`src/sv/dtt_pkg.sv`:
```
// shared types, constants and helpers of the deadline timer table
package dtt_pkg;

  localparam int unsigned MAX_RESULTS = 16;
  localparam int unsigned CNT_W = $clog2(MAX_RESULTS + 1);
  localparam logic [31:0] DEFAULT_THRESHOLD = 32'd3600000;
  localparam logic [47:0] ALL_ONES48 = '1;

  typedef enum logic [2:0] {
    OP_ADD     = 3'd0,
    OP_CANCEL  = 3'd1,
    OP_REFRESH = 3'd2,
    OP_RESET   = 3'd3,
    OP_QUERY   = 3'd4,
    OP_COLLECT = 3'd5
  } op_e_t;

  typedef enum logic [1:0] {
    ST_OK         = 2'd0,
    ST_NOT_ACTIVE = 2'd1,
    ST_FULL       = 2'd2
  } status_e_t;

  typedef enum logic [3:0] {
    S_IDLE,
    S_DECODE,
    S_ADD_WR,
    S_RD,
    S_RDD,
    S_SCAN_ST,
    S_SCAN_RD,
    S_SCAN_END,
    S_EMIT,
    S_COLL_CHK,
    S_COLL_PICK,
    S_COLL_EMIT,
    S_COLL_RD,
    S_COLL_UPD,
    S_COLL_NEXT
  } state_t;

  typedef struct packed {
    logic      load;
    logic      scan_start;
    logic      scan_mark;
    logic      scan_rd;
    logic      tgt_free;
    logic      tgt_best;
    logic      upd;
    logic      set_prev;
    logic      emit;
    logic      emit_slot;
    logic      front_chk;
    status_e_t status;
  } cmd_t;

  typedef struct packed {
    logic [2:0] op;
    logic       free_any;
    logic       slot_valid;
    logic       slot_ok;
    logic       noop;
    logic       active_tgt;
    logic       scan_last;
    logic       best_v;
    logic       mark_any;
    logic       more;
    logic       out_free;
  } stat_t;

  function automatic logic [47:0] sat_add48(input logic [47:0] a, input logic [31:0] b);
    logic [48:0] s;
    s = {1'b0, a} + {17'b0, b};
    return s[48] ? ALL_ONES48 : s[47:0];
  endfunction

endpackage

```
`src/sv/dtt_ctrl.sv`:
```
// sequencer of the deadline timer table
module dtt_ctrl import dtt_pkg::*; (
  input  logic  clk,
  input  logic  rst,
  input  logic  in_valid,
  output logic  in_ready,
  input  stat_t st,
  output cmd_t  cmd
);

  state_t    state, state_next;
  state_t    ret, ret_next;
  status_e_t res_status, res_status_next;
  logic      res_slot, res_slot_next;
  logic      res_front, res_front_next;
  logic      mode, mode_next;

  always_ff @(posedge clk) begin
    if (rst) begin
      state      <= S_IDLE;
      ret        <= S_IDLE;
      res_status <= ST_OK;
      res_slot   <= 1'b0;
      res_front  <= 1'b0;
      mode       <= 1'b0;
    end else begin
      state      <= state_next;
      ret        <= ret_next;
      res_status <= res_status_next;
      res_slot   <= res_slot_next;
      res_front  <= res_front_next;
      mode       <= mode_next;
    end
  end

  always_comb begin
    state_next      = state;
    ret_next        = ret;
    res_status_next = res_status;
    res_slot_next   = res_slot;
    res_front_next  = res_front;
    mode_next       = mode;
    cmd             = '0;
    cmd.status      = res_status;
    cmd.emit_slot   = res_slot;
    cmd.front_chk   = res_front;
    cmd.scan_mark   = mode;
    in_ready        = 1'b0;
    unique case (state)
      S_IDLE: begin
        in_ready = 1'b1;
        if (in_valid) begin
          cmd.load   = 1'b1;
          state_next = S_DECODE;
        end
      end
      S_DECODE: begin
        res_slot_next  = 1'b0;
        res_front_next = 1'b0;
        res_status_next = ST_OK;
        unique case (st.op)
          OP_ADD: begin
            if (st.free_any) begin
              cmd.tgt_free = 1'b1;
              state_next   = S_ADD_WR;
            end else begin
              res_status_next = ST_FULL;
              state_next      = S_EMIT;
            end
          end
          OP_CANCEL: begin
            if (st.slot_ok) begin
              cmd.upd = 1'b1;
            end else begin
              res_status_next = ST_NOT_ACTIVE;
            end
            state_next = S_EMIT;
          end
          OP_REFRESH: begin
            if (st.slot_ok) begin
              state_next = S_RD;
            end else begin
              res_status_next = ST_NOT_ACTIVE;
              state_next      = S_EMIT;
            end
          end
          OP_RESET: begin
            if (st.slot_valid) begin
              state_next = S_RD;
            end else begin
              res_status_next = ST_NOT_ACTIVE;
              state_next      = S_EMIT;
            end
          end
          OP_QUERY: begin
            mode_next  = 1'b0;
            ret_next   = S_EMIT;
            state_next = S_SCAN_ST;
          end
          OP_COLLECT: begin
            mode_next  = 1'b0;
            ret_next   = S_COLL_CHK;
            state_next = S_SCAN_ST;
          end
          default: state_next = S_IDLE;
        endcase
      end
      S_ADD_WR: begin
        cmd.upd         = 1'b1;
        res_slot_next   = 1'b1;
        res_front_next  = 1'b1;
        mode_next       = 1'b0;
        ret_next        = S_EMIT;
        state_next      = S_SCAN_ST;
      end
      S_RD: state_next = S_RDD;
      S_RDD: begin
        if (st.op == OP_REFRESH) begin
          cmd.upd    = 1'b1;
          state_next = S_EMIT;
        end else if (st.noop) begin
          state_next = S_EMIT;
        end else if (!st.active_tgt) begin
          res_status_next = ST_NOT_ACTIVE;
          state_next      = S_EMIT;
        end else begin
          cmd.upd        = 1'b1;
          res_front_next = 1'b1;
          mode_next      = 1'b0;
          ret_next       = S_EMIT;
          state_next     = S_SCAN_ST;
        end
      end
      S_SCAN_ST: begin
        cmd.scan_start = 1'b1;
        state_next     = S_SCAN_RD;
      end
      S_SCAN_RD: begin
        cmd.scan_rd = 1'b1;
        if (st.scan_last) begin
          state_next = S_SCAN_END;
        end
      end
      S_SCAN_END: state_next = ret;
      S_EMIT: begin
        if (st.out_free) begin
          cmd.emit   = 1'b1;
          state_next = S_IDLE;
        end
      end
      S_COLL_CHK: begin
        state_next = S_IDLE;
        if (st.best_v) begin
          cmd.set_prev = 1'b1;
          if (st.mark_any) begin
            mode_next       = 1'b1;
            ret_next        = S_COLL_PICK;
            res_status_next = ST_OK;
            res_slot_next   = 1'b1;
            res_front_next  = 1'b0;
            state_next      = S_SCAN_ST;
          end
        end
      end
      S_COLL_PICK: begin
        cmd.tgt_best = 1'b1;
        state_next   = S_COLL_EMIT;
      end
      S_COLL_EMIT: begin
        if (st.out_free) begin
          cmd.emit   = 1'b1;
          state_next = S_COLL_RD;
        end
      end
      S_COLL_RD: state_next = S_COLL_UPD;
      S_COLL_UPD: begin
        cmd.upd    = 1'b1;
        state_next = S_COLL_NEXT;
      end
      S_COLL_NEXT: state_next = st.more ? S_SCAN_ST : S_IDLE;
      default: state_next = S_IDLE;
    endcase
  end

  assert property (@(posedge clk) disable iff (rst) in_valid && in_ready |=> state == S_DECODE)
    else $error("accepted transaction not decoded");
  assert property (@(posedge clk) disable iff (rst) in_ready |-> state == S_IDLE)
    else $error("input ready outside idle");
  assert property (@(posedge clk) disable iff (rst) cmd.emit |-> st.out_free)
    else $error("result issued while output register busy");

endmodule

```
`src/sv/dtt_dp.sv`:
```
// timer storage, scan unit and result register of the deadline timer table
module dtt_dp import dtt_pkg::*; #(
  parameter int SLOTS = 16
) (
  input  logic        clk,
  input  logic        rst,
  input  cmd_t        cmd,
  output stat_t       st,
  input  logic        cfg_we,
  input  logic [31:0] cfg_data,
  input  logic [2:0]  operation,
  input  logic [3:0]  slot,
  input  logic [31:0] interval_ms,
  input  logic        recurring,
  input  logic        restart,
  input  logic [47:0] now_ms,
  output logic        out_valid,
  input  logic        out_ready,
  output logic [1:0]  status,
  output logic [3:0]  slot_out,
  output logic        front_new,
  output logic [47:0] delay_ms,
  output logic        expired,
  output logic        last
);

  localparam int IW = (SLOTS > 1) ? $clog2(SLOTS) : 1;

  logic [2:0]  op_q;
  logic [3:0]  slot_q;
  logic [31:0] ival_q;
  logic        rec_q;
  logic        fnow_q;
  logic [47:0] now_q;
  logic [31:0] thr;
  logic [47:0] prev_time;
  logic        front_n;

  logic [SLOTS-1:0] active, rep, pw, mark;
  logic [47:0] dl_mem [SLOTS];
  logic [31:0] per_mem [SLOTS];
  logic [47:0] dl_rd;
  logic [31:0] per_rd;
  logic        pw_rd;

  logic [IW-1:0]    tgt, ra, scan_idx, sidx, best_idx, free_idx;
  logic             sv, mode_q, roll, best_v;
  logic [47:0]      best_dl;
  logic [CNT_W-1:0] cnt;

  logic        free_any, slot_valid, cand, coll_last, front_hit;
  logic [31:0] per_eff;
  logic [47:0] start, qd;
  logic        dl_we, per_we;
  logic [47:0] dl_wd;

  always_comb begin
    free_any = 1'b0;
    free_idx = '0;
    for (int i = SLOTS - 1; i >= 0; i--) begin
      if (!active[i]) begin
        free_any = 1'b1;
        free_idx = IW'(i);
      end
    end
  end

  assign slot_valid = ({28'b0, slot_q} < 32'(SLOTS));
  assign per_eff    = pw_rd ? per_rd : 32'b0;
  assign start      = (dl_rd >= {16'b0, per_eff}) ? dl_rd - {16'b0, per_eff} : 48'b0;
  assign ra         = cmd.scan_rd ? scan_idx : tgt;
  assign cand       = mode_q ? mark[sidx] : active[sidx];
  assign coll_last  = (cnt == CNT_W'(MAX_RESULTS - 1)) ||
                      ((mark & ~(SLOTS'(1) << tgt)) == '0);
  assign front_hit  = cmd.front_chk && best_v && (best_idx == tgt) && !front_n;
  assign qd         = !best_v ? ALL_ONES48 : (now_q >= best_dl) ? 48'b0 : best_dl - now_q;

  always_comb begin
    st            = '0;
    st.op         = op_q;
    st.free_any   = free_any;
    st.slot_valid = slot_valid;
    st.slot_ok    = slot_valid && active[tgt];
    st.noop       = (ival_q == per_eff) && !fnow_q;
    st.active_tgt = active[tgt];
    st.scan_last  = (scan_idx == IW'(SLOTS - 1));
    st.best_v     = best_v;
    st.mark_any   = |mark;
    st.more       = (|mark) && (cnt < CNT_W'(MAX_RESULTS));
    st.out_free   = !out_valid || out_ready;
  end

  // memory write selection
  always_comb begin
    dl_we  = 1'b0;
    per_we = 1'b0;
    dl_wd  = sat_add48(now_q, ival_q);
    if (cmd.upd) begin
      case (op_q)
        OP_ADD: begin
          dl_we  = 1'b1;
          per_we = 1'b1;
        end
        OP_REFRESH: begin
          dl_we = 1'b1;
          dl_wd = sat_add48(now_q, per_eff);
        end
        OP_RESET: begin
          dl_we  = 1'b1;
          per_we = 1'b1;
          dl_wd  = sat_add48(fnow_q ? now_q : start, ival_q);
        end
        OP_COLLECT: begin
          dl_we = rep[tgt];
          dl_wd = sat_add48(now_q, per_eff);
        end
        default: dl_we = 1'b0;
      endcase
    end
  end

  always_ff @(posedge clk) begin
    if (dl_we) begin
      dl_mem[tgt] <= dl_wd;
    end
    if (per_we) begin
      per_mem[tgt] <= ival_q;
    end
    dl_rd  <= dl_mem[ra];
    per_rd <= per_mem[ra];
    pw_rd  <= pw[ra];
  end

  always_ff @(posedge clk) begin
    if (cmd.load) begin
      op_q   <= operation;
      slot_q <= slot;
      ival_q <= interval_ms;
      rec_q  <= recurring;
      fnow_q <= restart;
      now_q  <= now_ms;
    end
    if (cmd.load) begin
      tgt <= IW'(slot);
    end else if (cmd.tgt_free) begin
      tgt <= free_idx;
    end else if (cmd.tgt_best) begin
      tgt <= best_idx;
    end
    if (cmd.scan_start) begin
      scan_idx <= '0;
      mode_q   <= cmd.scan_mark;
      roll     <= (now_q < prev_time) && ((prev_time - now_q) > {16'b0, thr});
    end else if (cmd.scan_rd) begin
      scan_idx <= scan_idx + 1'b1;
    end
    sidx <= scan_idx;
    if (sv && cand && (!best_v || dl_rd < best_dl)) begin
      best_idx <= sidx;
      best_dl  <= dl_rd;
    end
    if (cmd.emit) begin
      status    <= cmd.status;
      slot_out  <= cmd.emit_slot ? 4'(tgt) : 4'b0;
      front_new <= front_hit;
      delay_ms  <= (op_q == OP_QUERY) ? qd : 48'b0;
      expired   <= (op_q == OP_COLLECT);
      last      <= (op_q != OP_COLLECT) || coll_last;
    end
  end

  always_ff @(posedge clk) begin
    if (rst) begin
      active    <= '0;
      rep       <= '0;
      pw        <= '0;
      mark      <= '0;
      sv        <= 1'b0;
      best_v    <= 1'b0;
      cnt       <= '0;
      thr       <= DEFAULT_THRESHOLD;
      prev_time <= '0;
      front_n   <= 1'b0;
      out_valid <= 1'b0;
    end else begin
      sv <= cmd.scan_rd;
      if (cfg_we) begin
        thr <= cfg_data;
      end
      if (cmd.load) begin
        cnt <= '0;
      end
      if (cmd.set_prev) begin
        prev_time <= now_q;
      end
      if (cmd.scan_start) begin
        best_v <= 1'b0;
        if (!cmd.scan_mark) begin
          mark <= '0;
        end
      end else if (sv) begin
        if (!mode_q) begin
          mark[sidx] <= active[sidx] && (roll || dl_rd <= now_q);
        end
        if (cand) begin
          best_v <= 1'b1;
        end
      end
      if (cmd.upd) begin
        case (op_q)
          OP_ADD: begin
            active[tgt] <= 1'b1;
            rep[tgt]    <= rec_q;
            pw[tgt]     <= 1'b1;
          end
          OP_CANCEL: active[tgt] <= 1'b0;
          OP_RESET: pw[tgt] <= 1'b1;
          OP_COLLECT: begin
            mark[tgt] <= 1'b0;
            cnt       <= cnt + 1'b1;
            if (!rep[tgt]) begin
              active[tgt] <= 1'b0;
            end
          end
          default: cnt <= cnt;
        endcase
      end
      if (cmd.emit) begin
        out_valid <= 1'b1;
        if (front_hit) begin
          front_n <= 1'b1;
        end else if (op_q == OP_QUERY) begin
          front_n <= 1'b0;
        end
      end else if (out_ready) begin
        out_valid <= 1'b0;
      end
    end
  end

  assert property (@(posedge clk) disable iff (rst) cmd.emit |-> (!out_valid || out_ready))
    else $error("result overwrites a pending transaction");
  assert property (@(posedge clk) disable iff (rst)
    cmd.emit && op_q == OP_COLLECT |=> out_valid && expired)
    else $error("collect result not flagged expired");
  assert property (@(posedge clk) disable iff (rst) cnt <= CNT_W'(MAX_RESULTS))
    else $error("collect count beyond cap");

endmodule

```
`src/sv/deadline_timer_table.sv`:
```
// Table of SLOTS software timers with ordered expiry. One transaction is handled at a
// time. Every step that needs the earliest deadline walks the deadline memory through
// its single read port, one slot a cycle. Query, add, a reset that rewrites the timer
// and collect walk it, collect once more for each slot that it emits; cancel, a
// full-table add, a reset of an out-of-range slot, refresh and the other resets do not.
// A result waits in an output register; the next transaction is taken while it waits,
// and a later result stalls until it is taken.
module deadline_timer_table import dtt_pkg::*; #(
  parameter int SLOTS = 16
) (
  input  logic        clk,
  input  logic        rst,
  input  logic        cfg_we,
  input  logic [31:0] cfg_data,
  input  logic        in_valid,
  output logic        in_ready,
  input  logic [2:0]  operation,
  input  logic [3:0]  slot,
  input  logic [31:0] interval_ms,
  input  logic        recurring,
  input  logic        restart,
  input  logic [47:0] now_ms,
  output logic        out_valid,
  input  logic        out_ready,
  output logic [1:0]  status,
  output logic [3:0]  slot_out,
  output logic        front_new,
  output logic [47:0] delay_ms,
  output logic        expired,
  output logic        last
);

  cmd_t  cmd;
  stat_t st;

  dtt_ctrl u_ctrl (
    .clk      (clk),
    .rst      (rst),
    .in_valid (in_valid),
    .in_ready (in_ready),
    .st       (st),
    .cmd      (cmd)
  );

  dtt_dp #(.SLOTS(SLOTS)) u_dp (
    .clk         (clk),
    .rst         (rst),
    .cmd         (cmd),
    .st          (st),
    .cfg_we      (cfg_we),
    .cfg_data    (cfg_data),
    .operation   (operation),
    .slot        (slot),
    .interval_ms (interval_ms),
    .recurring   (recurring),
    .restart     (restart),
    .now_ms      (now_ms),
    .out_valid   (out_valid),
    .out_ready   (out_ready),
    .status      (status),
    .slot_out    (slot_out),
    .front_new   (front_new),
    .delay_ms    (delay_ms),
    .expired     (expired),
    .last        (last)
  );

endmodule

```
`config.mk`:
```
export PLATFORM = sky130hd
export DESIGN_NAME = deadline_timer_table
export DESIGN_NICKNAME = d
export VERILOG_FILES = /design/src/sv/dtt_pkg.sv /design/src/sv/dtt_ctrl.sv /design/src/sv/dtt_dp.sv /design/src/sv/deadline_timer_table.sv
export SDC_FILE = /design/constraint.sdc
export NUM_CORES = 2
export LEC_CHECK = 0
export BUFFER_PORTS_ARGS = -buffer_cell sky130_fd_sc_hd__clkbuf_2
export CORE_MARGIN = 3
export CORE_UTILIZATION = 57
export CTS_CLUSTER_DIAMETER = 80
export CTS_CLUSTER_SIZE = 20
export DETAILED_ROUTE_END_ITERATION = 10
export PLACE_DENSITY = 0.76
export SLEW_MARGIN = 15
export SYNTH_ARGS = -nofsm -noshare
export SYNTH_HDL_FRONTEND = slang
export SYNTH_SLANG_ARGS = --single-unit
```
`constraint.sdc`:
```
create_clock -name clk -period 7.1 [get_ports clk]
set_clock_uncertainty 0.2 [all_clocks]
set_input_delay 1.065 -clock clk [delete_from_list [all_inputs] [get_ports clk]]
set_output_delay 1.065 -clock clk [all_outputs]
set_load 0.03 [all_outputs]
```
# [Yosys cells after proc, flatten, opt, wreduce, memory -nomap -nowiden]
# Memories as Yosys holds them, arrays and structs flattened. A register that Yosys moved wholly into a read port is not among the register bits.
# Cells that the tools add are included.
[classes] muxes=149 shift=1 order_cmp=12 eq_ne=38 add_sub_neg=8 n_bitwise=7 n_reduce_logical=51
[ops] operator="$mux 48" n=8
[ops] operator="$add 48x32->49" n=3
[ops] operator="$mux 4" n=35
[ops] operator="$mux 16" n=8
[ops] operator="$lt 48x48->1" n=2
[ops] operator="$pmux 48 s2" n=1
[ops] operator="$sub 48x48->48" n=2
[ops] operator="$mux 1" n=64
[ops] operator="$pmux 4 s15" n=1
[ops] operator="$and 16x16->16" n=3
[ops] operator="$ge 48x32->1" n=1
[ops] operator="$ge 48x48->1" n=1
[ops] operator="$gt 48x32->1" n=1
[ops] operator="$le 48x48->1" n=1
[ops] operator="$pmux 16 s3" n=1
[ops] operator="$sub 48x32->48" n=1
[ops] operator="$bwmux 16" n=2
[ops] operator="$eq 32x32->1" n=1
[ops] operator="$eq 4x4->1 const B" n=8
[ops] operator="$mux 32" n=1
[ops] operator="$not 16->16" n=2
[ops] operator="$or 16x16->16" n=2
[ops] operator="$bmux 1 s4" n=5
[ops] operator="$ne 2x2->1 const B" n=10
[ops] operator="other kinds (47)" n=102
[word_totals] memories=2 ramBits=1280 input_bits=126 out_inout_bits=59 ff_bits=375
[mem_list] memory="u_dp.dl_mem" depth=16 width=48 read_ports=1 rd_clocked_by_memory_dff=1 write_ports=1 line="dtt_dp.sv:40" text="logic [47:0] dl_mem [SLOTS];"
[mem_list] memory="u_dp.per_mem" depth=16 width=32 read_ports=1 rd_clocked_by_memory_dff=1 write_ports=1 line="dtt_dp.sv:41" text="logic [31:0] per_mem [SLOTS];"

# [Longest topological paths before layout]
[logic_depth] ltp_word=21 mapped_depth=32 ltp_nobuf=28

# [Modules after synthesis]
# Synthesis repeated with hierarchy kept, for this count alone.
[hier_totals] hier_cells=6265 area_unflattened_um2=83401.2
[by_module_without_submodules] module="dtt_dp" n_inst=1 cells_each=6116 area_each_um2=82312.7
[by_module_without_submodules] module="dtt_ctrl" n_inst=1 cells_each=149 area_each_um2=1088.5

# [Worst setup path before layout]
# No wires, ideal clock.
[synth_timing] path_type="flip-flop to flip-flop" from="reg u_dp.pw_rd" to="mem u_dp.dl_mem[0][47], data pin" t_arrival_ns=6.973 n_path_buf=7 stages_incl_launch_ff=29 required_time_ns=6.616 path_slack_ns=-0.357 setup_time_ns=0.284 path_cell_list="dfxtp_1 > clkbuf_1 > clkbuf_1 > clkbuf_1 > buf_1 > nand2_1 > fa_1 > a211oi_1 > o211a_1 > nor4_1 > o211a_1 > buf_2 > o31ai_4 > clkbuf_1 > clkbuf_1 > o22ai_1 > ha_1 > nand2_1 > o21ai_0 > a31oi_1 > a21oi_1 > a41oi_1 > nor2_1 > o211a_1 > nor4bb_2 > nor2b_1 > nand3_1 > mux2_1 > o21ai_1"
[synth_via] elab_chain_cells=8
[synth_rtl] element="from (decl)" line="dtt_dp.sv:44" text="logic pw_rd;"
[synth_rtl] element="from (signal assigned)" line="dtt_dp.sv:131" text="pw_rd <= pw[ra];"
[synth_rtl] element="$mux 32 (*)" line="dtt_dp.sv:69" text="assign per_eff = pw_rd ? per_rd : 32'b0;"
[synth_rtl] element="$sub 48x32->48 / $ge 48x32->1 (equally long branches)" line="dtt_dp.sv:70" text="assign start = (dl_rd >= {16'b0, per_eff}) ? dl_rd - {16'b0, per_eff} : 48'b0;"
[synth_rtl] element="$mux 48" line="dtt_dp.sv:70"
[synth_rtl] element="$mux 48" line="dtt_dp.sv:111" text="dl_wd = sat_add48(fnow_q ? now_q : start, ival_q);"
[synth_rtl] element="$add 48x32->49" line="dtt_pkg.sv:73" text="s = {1'b0, a} + {17'b0, b};"
[synth_rtl] element="$mux 48" line="dtt_pkg.sv:74" text="return s[48] ? ALL_ONES48 : s[47:0];"
[synth_rtl] element="$pmux 48 s2" line="dtt_dp.sv:99" text="case (op_q)"
[synth_rtl] element="$mux 48 (*)" line="dtt_dp.sv:98" text="if (cmd.upd) begin"
[synth_rtl] element="via u_dp.dl_wd[47]" line="dtt_dp.sv:55" text="logic [47:0] dl_wd;"
[synth_rtl] element="to (decl)" line="dtt_dp.sv:40"
# The timed path passes the listed nets; every way through them passes the cells marked *.

# [Worst setup path after layout]
[layout_timing] from="reg u_dp.dl_rd[42] (read register of u_dp.dl_mem)" to="mem u_dp.dl_mem[15][1], data pin"
[layout_via] elab_chain_cells=7
[layout_rtl] element="from (decl)" line="dtt_dp.sv:42" text="logic [47:0] dl_rd;"
[layout_rtl] element="$sub 48x32->48 / $ge 48x32->1 (equally long branches)" line="dtt_dp.sv:70"
[layout_rtl] element="$mux 48 (*)" line="dtt_dp.sv:70"
[layout_rtl] element="$mux 48 (*)" line="dtt_dp.sv:111"
[layout_rtl] element="$add 48x32->49 (*)" line="dtt_pkg.sv:73"
[layout_rtl] element="$mux 48 (*)" line="dtt_pkg.sv:74"
[layout_rtl] element="$pmux 48 s2 (*)" line="dtt_dp.sv:99"
[layout_rtl] element="$mux 48 (*)" line="dtt_dp.sv:98"
[layout_rtl] element="via u_dp.dl_wd[1]" line="dtt_dp.sv:55"
# Marked as above.

==> impl_results.rst <==
.. list-table::
   :header-rows: 1

   * - Metric
     - Value
   * - Count of distinct cell types in the synthesized netlist
     - 97
   * - Area of the die
     - 151,400 um2
   * - Signed area change from the synthesized netlist to the final layout
     - 11.05%
   * - Router iterations before antenna repair
     - 8
   * - Max stage delay cell, worst path
     - sky130_fd_sc_hd__or4_4
   * - Standard-cell rows
     - 139
   * - Max_cap viols
     - 0
   * - Final critical delay including setup and external delays
     - 6.918 ns
   * - Post-synthesis register bit count
     - 1,734
   * - Global-route wire length before repair
     - 398,400 um
   * - Cell class contributing the biggest share of worst-path delay
     - simple AND/OR/NAND/NOR gates
   * - Area leader, netlist
     - sky130_fd_sc_hd__edfxtp_1
   * - Cell types with the largest area share after synthesis
     - sky130_fd_sc_hd__edfxtp_1, sky130_fd_sc_hd__mux4_2, sky130_fd_sc_hd__dfxtp_1
   * - Count of non-filler cells in the finished layout
     - 8,755
   * - Number of synthesized flops with an enable pin
     - 1,480
   * - Arrival time of the worst setup path
     - 7.29 ns
   * - Initial antenna violation count
     - 21
   * - Maximum number of pins on one net before global-route repair
     - 107
   * - Die width
     - 389.1 um
   * - Rel. slew slack
     - 20.63%
   * - Longest individual stage delay on the worst path
     - 0.55 ns
   * - Final hold violation count
     - 0
   * - Multiplexer share of the synthesized area
     - 9.729%
   * - Dominant cell by count in the synthesized netlist
     - sky130_fd_sc_hd__edfxtp_1
   * - Deepest level of the CTS H-tree
     - 3
   * - Total GRT Usage
     - 36.69%
   * - R2r setup slk
     - 0.18 ns
   * - Starting Density
     - 57.83%
   * - CP Buf/Inv Count
     - 6
   * - TNS Setup
     - 0 ns
   * - Core Area
     - 144,700 um2
   * - Synth top area share
     - 53.11%
   * - Netlist area before placement
     - 83,670 um2
   * - Sw Ratio
     - 35.28%
   * - NumNets Final
     - 7,241
   * - Worst min path class
     - reg -> reg
   * - Number of instances in the synthesized netlist
     - 6,385
   * - Period Utilization, post-route
     - 97.43%
   * - CTS Hold Buffers Added
     - 0
   * - Count of pins over their slew limit
     - 0
   * - Net Sw Power
     - 9.879 mW
   * - Global route total overflow
     - 0
   * - Detailed-route vias per instance
     - 6.780
   * - Compound-cell area share of the yosys netlist
     - 11.75%
   * - Setup repair after global routing missed its margin
     - no
   * - Most frequent cells after synthesis
     - sky130_fd_sc_hd__edfxtp_1, sky130_fd_sc_hd__nand2_1, sky130_fd_sc_hd__a21oi_1
   * - Sequential fraction of design power
     - 44.2%
   * - CTS tree
     - built
   * - Post-route antenna net violation count
     - 0
   * - Internal power summed over all cells
     - 18.13 mW
   * - Clock root cell
     - sky130_fd_sc_hd__clkbuf_16
   * - Async set-or-reset flop fraction in the synthesized netlist
     - 0%
   * - Final setup viols
     - 0
   * - Yosys synthesis warning count
     - 0
   * - Synth Flop Type
     - sky130_fd_sc_hd__edfxtp_1
   * - Pwr per Cell Area
     - 301.4 nW/um2
   * - Element type at the critical path start
     - register
   * - Post-synthesis simple-gate area fraction
     - 8.846%
   * - Worst supply voltage drop on vdd
     - 0.2297 mV
   * - Peak Freq
     - 144.6 MHz
   * - Height of the die
     - 389.1 um
   * - Combinational family with the most area after synthesis
     - compound AO/OA/AOI/OAI gates
   * - Critical path's most frequent cell
     - sky130_fd_sc_hd__buf_4
   * - Port Buf Inserts
     - 184
   * - Share of post-route cells with drive strength above 1
     - 16.89%
   * - Detailed-placement wirelength estimate
     - 198,000 um
   * - Sequential-to-total area share from yosys stat
     - 59.19%
   * - Outcome
     - finished, final reports clean
   * - Post-DR wirelength/cell
     - 32.12 um
   * - CTS buffer count
     - 104
   * - Critical Path RT
     - 7.47 ns
   * - Static leakage
     - 33.26 nW
   * - Detailed-route via count
     - 59.36k
   * - Worst-path fanout max
     - 24
   * - Crit end category
     - register
   * - Parity-gate share of the synthesized area counting xor and xnor cells
     - 2.554%
   * - Cell Count Post-Placement
     - 8,549
   * - Vias in the first global route
     - 56.03k
   * - Clock insertion delay at the later pin of the skew report
     - 0.82 ns
   * - DRC violation count after routing
     - 0
   * - DRC marker count from the first detailed-route iteration
     - 7,834
   * - Fill cell total of the finished layout
     - 10.69k
   * - Avg Cell Area, Syn
     - 13.10 um2
   * - I/O Pins
     - 185
   * - Clock share of power
     - 22.5%
   * - Clock sinks
     - 1,734
   * - Part of the total power dissipated in combinational logic
     - 33.2%
   * - Transition time of the tightest slew-check pin
     - 1.190 ns
   * - Arithmetic-cell share of the synthesized area counting full adders, half adders and majority gates
     - 5.437%
   * - Clock-pin slew of the registers on the worst-case setup and hold paths
     - 0.09 ns
   * - Clock Tree Buf Depth
     - 3
   * - Total nets after synthesis
     - 6,871
   * - Final weighted congestion in routability-driven placement
     - 1.095
   * - Critical path class
     - reg -> reg
   * - Total Routed Length
     - 281,200 um
## cell type report
type                       count  area, um2  share of cell area, %
clock buffer                 170       2860                  3.078
sequential                  1734      49530                  53.30
inverter                     249      937.1                  1.009
tap                         1903       2381                  2.562
timing repair buffer         561       4177                  4.495
clock inverter                25      375.4                 0.4039
multi-input combinational   4105      32640                  35.13
antenna                        8      20.02                0.02154
## power by group through the flow
stage                     clock, mW  combinational, mW  sequential [mW]
after detailed placement          0               8.98             12.6
final                          6.31               9.31             12.4
after floorplan                   0               5.01             12.4
after global routing           6.72               9.76             12.4
after CTS                      6.37               9.04             12.4
after global placement            0               8.96             12.6
## cell usage in the layout (no fill, tap or decap), types with 169 or more instances in the layout
cell type	instances
sky130_fd_sc_hd__inv_1	247
sky130_fd_sc_hd__dfxtp_1	253
sky130_fd_sc_hd__a21o_1	169
sky130_fd_sc_hd__nor2_1	319
sky130_fd_sc_hd__xnor2_1	173
sky130_fd_sc_hd__edfxtp_1	1480
sky130_fd_sc_hd__ha_1	352
sky130_fd_sc_hd__o21ai_0	278
sky130_fd_sc_hd__mux4_2	344
sky130_fd_sc_hd__clkbuf_2	183
sky130_fd_sc_hd__a21oi_1	399
sky130_fd_sc_hd__buf_4	343
sky130_fd_sc_hd__nand2_1	587
## logic make-up (layout without fill, tap and decap cells)
kind of cell / after synthesis / after routing
AOI/OAI and AO/OA: 1546 / 1546
adders and majority gates: 360 / 360
buffers and inverters: 546 / 1005
DFF: 1734 / 1734
other: 0 / 8
and+or+nand+nor: 1572 / 1572
muxes: 383 / 383
xor gates and xnor gates: 244 / 244
## worst paths after layout
path,startpoint,end,depth (start not counted)
worst max-delay path,u_dp.dl_rd[42]$_DFF_P_,u_dp.dl_mem[15][1]$_DFFE_PP_,25
worst min-delay path,u_ctrl.res_status[1]$_SDFFE_PP0P_,u_dp.status[1]$_DFFE_PP_,0
worst max register to register,u_dp.dl_rd[42]$_DFF_P_,u_dp.dl_mem[15][1]$_DFFE_PP_,25
worst min register to register,u_ctrl.res_status[1]$_SDFFE_PP0P_,u_dp.status[1]$_DFFE_PP_,0
## repair_timing
action / in CTS / in global routing
hold endpoints to repair: 0 / 0
buffers inserted: 0 / 2
cloned: 0 / 1
gates resized for setup: 1 / 23
setup endpoints to repair: 16 / 769
pin swaps: 0 / 3
## through the flow
stage | area, um2 | utilization (%) | setup WS [ns] | hold WS [ns] | power (mW)
5_1_grt | 92910 | 64.21 | 0.01698 | 0.2132 | 28.86
3_5_place_dp | 89550 | 61.89 | -0.02782 | 0.2215 | 21.56
2_1_floorplan | 83800 | - | -0.08578 | 0.1792 | 17.38
3_3_place_gp | 89550 | 61.89 | 0.1683 | 0.2140 | 21.54
6_report | 92920 | 64.22 | 0.1825 | 0.2454 | 28.01
4_1_cts | 92800 | 64.13 | 0.09170 | 0.1959 | 27.76
## flip-flops by register name, summed over array words and instances, names as in the netlist, 32 cells and up, named ones only
register and flops:
u_dp.per_mem 512, u_dp.now_q 48, u_dp.ival_q 32, u_dp.best_dl 48, u_dp.thr 32, u_dp.delay_ms 48
u_dp.dl_rd 48, u_dp.dl_mem 768, u_dp.per_rd 32, u_dp.prev_time 48
## routing by layer
metal / up-vias / track usage [%] / wire, um
met3: 706 / 6.522 / 28580
met2: 3787 / 54.48 / 123900
met1: 29578 / 51.18 / 108800
met5: - / 0 / 54
met4: 8 / 21.68 / 19840
li1: 25284 / - / -
No activity file was read; power rests on OpenSTA's default activity.
